==> config.mk <==
export PLATFORM = sky130hd
export DESIGN_NAME = stit_ctrl
export DESIGN_NICKNAME = d
export VERILOG_FILES = /design/src/design/stit_pkg.sv /design/src/design/stit_ctrl.sv
export SDC_FILE = /design/constraint.sdc
export NUM_CORES = 1
export LEC_CHECK = 0
export BUFFER_PORTS_ARGS = -buffer_cell sky130_fd_sc_hd__buf_2
export CAP_MARGIN = 20
export CORE_MARGIN = 3
export CORE_UTILIZATION = 39
export CTS_CLUSTER_DIAMETER = 150
export DETAILED_ROUTE_END_ITERATION = 6
export GPL_TIMING_DRIVEN = 0
export PLACE_DENSITY_LB_ADDON = 0.08
export SKIP_LAST_GASP = 1
export SLEW_MARGIN = 40
export SYNTH_ARGS = -nofsm -noshare
export SYNTH_HDL_FRONTEND = slang
export SYNTH_SLANG_ARGS = --single-unit
==> constraint.sdc <==
create_clock -name clk -period 1.27 [get_ports clk]
set_clock_uncertainty 0.05 [all_clocks]
set_input_delay 0.254 -clock clk [delete_from_list [all_inputs] [get_ports clk]]
set_output_delay 0.254 -clock clk [all_outputs]
set_load 0.01 [all_outputs]
==> src/design/stit_pkg.sv <==
// Shared types, widths and constants for the sorted timestamp index table.
package stit_pkg;

	// Table depth default
	localparam int DEPTH_DEF = 256;

	// Field widths
	localparam int CMD_W     = 2;
	localparam int MIN_W     = 7;
	localparam int SEC_W     = 7;
	localparam int FVAL_W    = 10;
	localparam int FDIG_W    = 2;
	localparam int POS_W     = 32;
	localparam int IDX_W     = 13;
	localparam int TIME_W    = 23;
	localparam int CNT_W     = 13;
	localparam int STAT_W    = 2;
	localparam int TOTSEC_W  = 13;
	localparam int FRAC_W    = 17;

	// Stream widths
	localparam int S_TDATA_W = 72;
	localparam int S_TUSER_W = 2;
	localparam int M_TDATA_W = 56;
	localparam int M_TUSER_W = 2;

	// Conversion constants
	localparam int SEC_PER_MIN = 60;
	localparam int MS_PER_SEC  = 1000;
	localparam int SCALE_ONE   = 100;
	localparam int SCALE_TWO   = 10;

	typedef enum logic [CMD_W-1:0] {
		CMD_CLEAR  = 2'd0,
		CMD_INSERT = 2'd1,
		CMD_SEARCH = 2'd2,
		CMD_READ   = 2'd3
	} cmd_t;

	typedef enum logic [STAT_W-1:0] {
		STAT_OK    = 2'd0,
		STAT_FULL  = 2'd1,
		STAT_RANGE = 2'd2
	} status_t;

	// Controller to datapath commands
	typedef struct packed {
		logic load;
		logic conv1;
		logic conv2;
		logic srch_init;
		logic srch_issue;
		logic srch_cmp;
		logic sh_init;
		logic sh_step;
		logic wr_new;
		logic rd_issue;
		logic finish;
	} dp_cmd_t;

	// Datapath to controller status
	typedef struct packed {
		cmd_t cmd;
		logic full;
		logic srch_done;
		logic sh_done;
		logic rd_ok;
	} dp_stat_t;

endpackage

==> src/design/stit_ctrl.sv <==
// Controller state machine sequencing clear, insert, search and read transactions.
module stit_ctrl
	import stit_pkg::*;
(
	input  logic     clk,
	input  logic     arst_n,
	input  logic     in_valid,
	output logic     in_ready,
	input  cmd_t     in_cmd,
	output logic     out_valid,
	input  logic     out_ready,
	output dp_cmd_t  dp_cmd,
	input  dp_stat_t dp_stat
);

	typedef enum logic [3:0] {
		ST_IDLE,
		ST_CONV1,
		ST_CONV2,
		ST_SINIT,
		ST_SISSUE,
		ST_SCMP,
		ST_SHINIT,
		ST_SHIFT,
		ST_RISSUE,
		ST_FINISH
	} state_t;

	state_t state_q;
	logic   out_valid_q;
	logic   out_free;

	assign in_ready  = (state_q == ST_IDLE);
	assign out_valid = out_valid_q;
	assign out_free  = !out_valid_q || out_ready;

	// Command decode
	always_comb begin
		dp_cmd = '0;
		unique case (state_q)
			ST_IDLE:   dp_cmd.load       = in_valid;
			ST_CONV1:  dp_cmd.conv1      = 1'b1;
			ST_CONV2:  dp_cmd.conv2      = 1'b1;
			ST_SINIT:  dp_cmd.srch_init  = 1'b1;
			ST_SISSUE: dp_cmd.srch_issue = !dp_stat.srch_done;
			ST_SCMP:   dp_cmd.srch_cmp   = 1'b1;
			ST_SHINIT: dp_cmd.sh_init    = 1'b1;
			ST_SHIFT: begin
				dp_cmd.sh_step = !dp_stat.sh_done;
				dp_cmd.wr_new  = dp_stat.sh_done;
			end
			ST_RISSUE: dp_cmd.rd_issue   = dp_stat.rd_ok;
			ST_FINISH: dp_cmd.finish     = out_free;
			default:   dp_cmd = '0;
		endcase
	end

	// State and output valid
	always_ff @(posedge clk or negedge arst_n) begin
		if (!arst_n) begin
			state_q     <= ST_IDLE;
			out_valid_q <= 1'b0;
		end else begin
			if (dp_cmd.finish) begin
				out_valid_q <= 1'b1;
			end else if (out_ready) begin
				out_valid_q <= 1'b0;
			end
			unique case (state_q)
				ST_IDLE: begin
					if (in_valid) begin
						unique case (in_cmd)
							CMD_CLEAR:  state_q <= ST_FINISH;
							CMD_INSERT: state_q <= ST_CONV1;
							CMD_SEARCH: state_q <= ST_SINIT;
							CMD_READ:   state_q <= ST_RISSUE;
							default:    state_q <= ST_FINISH;
						endcase
					end
				end
				ST_CONV1:  state_q <= ST_CONV2;
				ST_CONV2:  state_q <= dp_stat.full ? ST_FINISH : ST_SINIT;
				ST_SINIT:  state_q <= ST_SISSUE;
				ST_SISSUE: begin
					if (!dp_stat.srch_done) begin
						state_q <= ST_SCMP;
					end else if (dp_stat.cmd == CMD_INSERT) begin
						state_q <= ST_SHINIT;
					end else begin
						state_q <= ST_FINISH;
					end
				end
				ST_SCMP:   state_q <= ST_SISSUE;
				ST_SHINIT: state_q <= ST_SHIFT;
				ST_SHIFT: begin
					if (dp_stat.sh_done) begin
						state_q <= ST_FINISH;
					end
				end
				ST_RISSUE: state_q <= ST_FINISH;
				ST_FINISH: begin
					if (out_free) begin
						state_q <= ST_IDLE;
					end
				end
				default:   state_q <= ST_IDLE;
			endcase
		end
	end

	// A held result is never overwritten
	a_no_overwrite: assert property (@(posedge clk) disable iff (!arst_n)
		dp_cmd.finish |-> (!out_valid_q || out_ready))
		else $error("result loaded while previous result still held");

	// Output valid only rises after a finished transaction
	a_valid_source: assert property (@(posedge clk) disable iff (!arst_n)
		$rose(out_valid_q) |-> $past(dp_cmd.finish))
		else $error("output valid rose without a finish");

	// A full table never enters the shift phase
	a_full_no_shift: assert property (@(posedge clk) disable iff (!arst_n)
		(state_q == ST_SHINIT) |-> !dp_stat.full)
		else $error("shift started on a full table");

endmodule

# == Word level (Yosys, flattened, before mapping) ==
# Cells that the tools add are included.
# totals
output_inout_bits,13
regBits,5
in_bits,12
wordCells,47
# op_classes
n_reduce_logical,9
eq_ne,16
n_mux,20
# op_table
op,count
one-hot mux 4 bit (9 select lines),1
two-way mux 4 bit,6
equality test 4 x 3 -> 1 bit (second input constant),4
one-hot mux 4 bit (4 select lines),1
two-way mux 1 bit,11
equality test 4 x 2 -> 1 bit (second input constant),2
equality test 4 bit (second input constant),2
!= test 2 bit (second input constant),3
equality test 2 x 1 -> 1 bit (second input constant),2
equality test 2 bit (second input constant),2
equality test 4 x 1 -> 1 bit (second input constant),1
logical NOT 4 bit,1
logical NOT 1 bit,3
AND reduction 3 bit,1
logical NOT 2 bit,1
two-way mux 2 bit,1
nonzero test 2 bit,1
OR reduction 2 bit,1
logical OR 1 bit,1

# == Depth between registers and ports, before layout ==
# depth
depth_word,4
depth_mapped,6
ltp_nobuf,5

# == Worst setup path before layout ==
# OpenSTA, ideal clock, no wires.
# synth_timing
path_kind,register to output
start,register state_q[1]
end,output port dp_cmd[10] in the netlist's numbering
path_stages_with_launch,6
setup_slack_ns,-0.366
arrival_time_ns,1.332
cell_sequence,dfrtp_1 > buf_6 > or2_0 > buf_2 > nor3_1 > and2_1
# synth_lines
item,line,rtl
from (decl),stit_ctrl.sv:29,state_t state_q;
from (signal assigned),stit_ctrl.sv:82,ST_CONV2: state_q <= dp_stat.full ? ST_FINISH : ST_SINIT;
to (decl),stit_ctrl.sv:12,"output dp_cmd_t dp_cmd,"

==> results.cfg <==
[drt]
dr.pass1.iters = 5
wl_met2_um = 1170
met3_length_um = 263
vias = 733
dr.max_layer_used = met4
wl_per_cell_um = 18.4
wl_met1_um = 860
routed_wirelength_um = 2320
drc = 0
viasPerCell = 5.82
antenna_left = 0
drt_iter0_drc = 23

[cells_and_area]
n_fill_cell = 69
area_delta_synth_final_pct = 96.6
fin_nets = 127
fin_cells = 126
drive_above_1_share = 0.607
antennaDiodeCount = 0
postLayoutCellArea_mm2 = 0.00101

[floorplan]
rows = 12
dieArea_mm2 = 0.00178
die_y_um = 42.2
boundaryPins = 25
core_region_area_mm2 = 0.00117
start_util = 0.437
dieWidth_um = 42.2

[logic_synthesis]
synthSimpleGateAreaFrac = 0.362
synth_fa_ha_area_frac = 0.0489
synth_area_um2 = 512
yosys_register_bits = 5
synth_largest_area_cell = dfrtp_1
synthArstFlopShare = 1.00
syn_nets = 83
synthTopCellsByCount = nor3_1 (11), inv_1 (6), buf_2 (5), dfrtp_1 (5), nand2b_1 (5)
synth_edf_count = 0
netlist.area_leader.share = 0.244
synth_cell_types = 29
synth_xor_xnor_area_share = 0
yosys-top-cells-area = dfrtp_1 (24%), nor3_1 (11%), nand2b_1 (6.1%)
synthMuxAreaShare = 0.0196
ys_warn_count = 0
synthFlopType = dfrtp_1
seq_area_frac_synth = 0.244
synth_area_per_cell_um2 = 7.42
yosysMostFrequentCell = nor3_1
synth_cells = 69
synth_top_family_by_area = simple AND/OR/NAND/NOR gates
synth-compound-area-share = 0.210

[timing]
clock.fmax_mhz = 582
fin_crit_sh = 1.35
slew_headroom = 0.710
setup_ws_ps = -447
fin_crit_ps = 1720
slew_violations = 0
setup_viol = 16
rsz0062_at_grt = true
tightest_slew_ps = 435
hold_viol_final = 0

[placement]
place.gp.congestion = 0.758
dp_hpwl_um = 1090
post_dp_cell_area_um2 = 679
io_buffer_count = 24
placed_cells = 107

[global_route]
antenna_found_initial = 0
grt_pass1_vias = 676
grt_remaining_overflow = 0
grt_pass1_wl_um = 3280
grt_max_degree = 11
grt_use_total = 0.239

[setup_path]
r2r_start = state_q[1]
setup.worst_path.class = reg -> out
cp-end-kind = output pin
crit_path_start_kind = flip-flop
rr_worst_depth = 8
worst-path-max-fanout = 3
required_ps = 970
arrival_ps = 1410
r2r-end = state_q[1]
crit_slowest_cell = dfrtp_1
cp_slowest_stage_delay_ps = 380
crit_family = simple AND/OR/NAND/NOR gates
cp_num_buf_inv = 2
crit_chain = or2_0, buf_4, nor3_4, and2_4, buf_6
rrSetupSlack_ps = -340

[status]
status = finished, violations left
violations = negative setup slack

[hold_path]
hold_start = out_ready
min-delay-path-class = in -> reg
hold_depth = 2
holdPathEnd = out_valid

[power]
power_density_mw_per_mm2 = 2460
p_leak_uw = 0.000500
irDropWorstVdd_mv = 1.68

[clock_network]
tritoncts = yes
clk_pin_slew_ps = 60
max-clock-path-buffers = 2
ctsHtreeMaxLevel = 1
root_buffer = clkbuf_4
cts.sinks = 5
numCtsBuffers = 3
clock_latency_ps = 260

[run]
drv_cap = 0
stage by stage:
stage	setup slack (ps)	hold slack, ps	power, µW	utilization	setup TNS, ps
after floorplan	-191	-91.6	1080	-	-498
final	-447	207	2470	0.859	-4730
after global placement	-255	20.9	1340	0.580	-1440
after detailed placement	-272	21.9	1360	0.580	-1740
after CTS	-460	200	2010	0.754	-4780
after global routing	-530	225	2620	0.859	-5840
report_power, final:
part | internal, µW | switching, µW
clock network | 120 | 78.7
registers | 236 | 107
logic | 996 | 935
cell type report:
type	count	area (µm²)	share of cell area
Inverter	6	22.5	0.0224
Multi-Input combinational cell	52	467	0.464
Tap cell	14	17.5	0.0174
Sequential cell	5	128	0.127
Clock buffer	4	26.3	0.0261
Buffer	4	48.8	0.0485
Timing Repair Buffer	41	297	0.295
flip-flops by register name, indices dropped and copies added (netlist names):
| signal | cells |
|---|---|
| state_q | 4 |
| out_valid | 1 |
routing by layer:
layer	up-vias	GRT usage
li1	331	-
met1	343	0.305
met2	55	0.389
met3	4	0.0815
met4	0	0.0435
met5	-	0
worst max-delay path by stage:
stage / startpoint / to / slack (ps) / depth (start not counted)
2_1_floorplan: state_q[1] / dp_cmd[10] / -190 / 5
5_1_grt: state_q[0] / dp_cmd[10] / -530 / 5
3_3_place_gp: state_q[1] / dp_cmd[10] / -260 / 6
3_5_place_dp: state_q[1] / dp_cmd[10] / -270 / 6
6_report: state_q[0] / dp_cmd[10] / -450 / 5
4_1_cts: state_q[1] / dp_cmd[10] / -460 / 6
cells in the final DEF (no fill, tap or decap), types with 2 or more instances in the layout:
cell,instances
clkbuf_4,3
or2b_1,2
nor3_2,3
buf_2,23
inv_1,6
dfrtp_2,2
ha_1,2
nor3_4,5
nand2b_4,2
o21bai_1,2
o31a_1,2
a21oi_1,2
dfrtp_1,3
nand2_1,2
nor3_1,3
nor2_4,2
buf_8,2
buf_12,2
buf_6,6
buf_4,11
nand2b_1,3
cells by family (layout without fill, tap and decap cells):
family / Yosys count / count (layout)
mux: 1 / 1
flops: 5 / 5
buf+inv: 12 / 55
compound gates: 15 / 15
fa+ha+maj: 2 / 2
simple gates: 34 / 34
timing repair:
item,in CTS,in global routing
hold buffers,1,0
gates resized for setup,27,15
pin swaps,8,5
setup endpoints to repair,16,16
setup buffers,9,8
endpoints found under the hold margin,5,0
No activity file was read; power rests on OpenSTA's default activity.
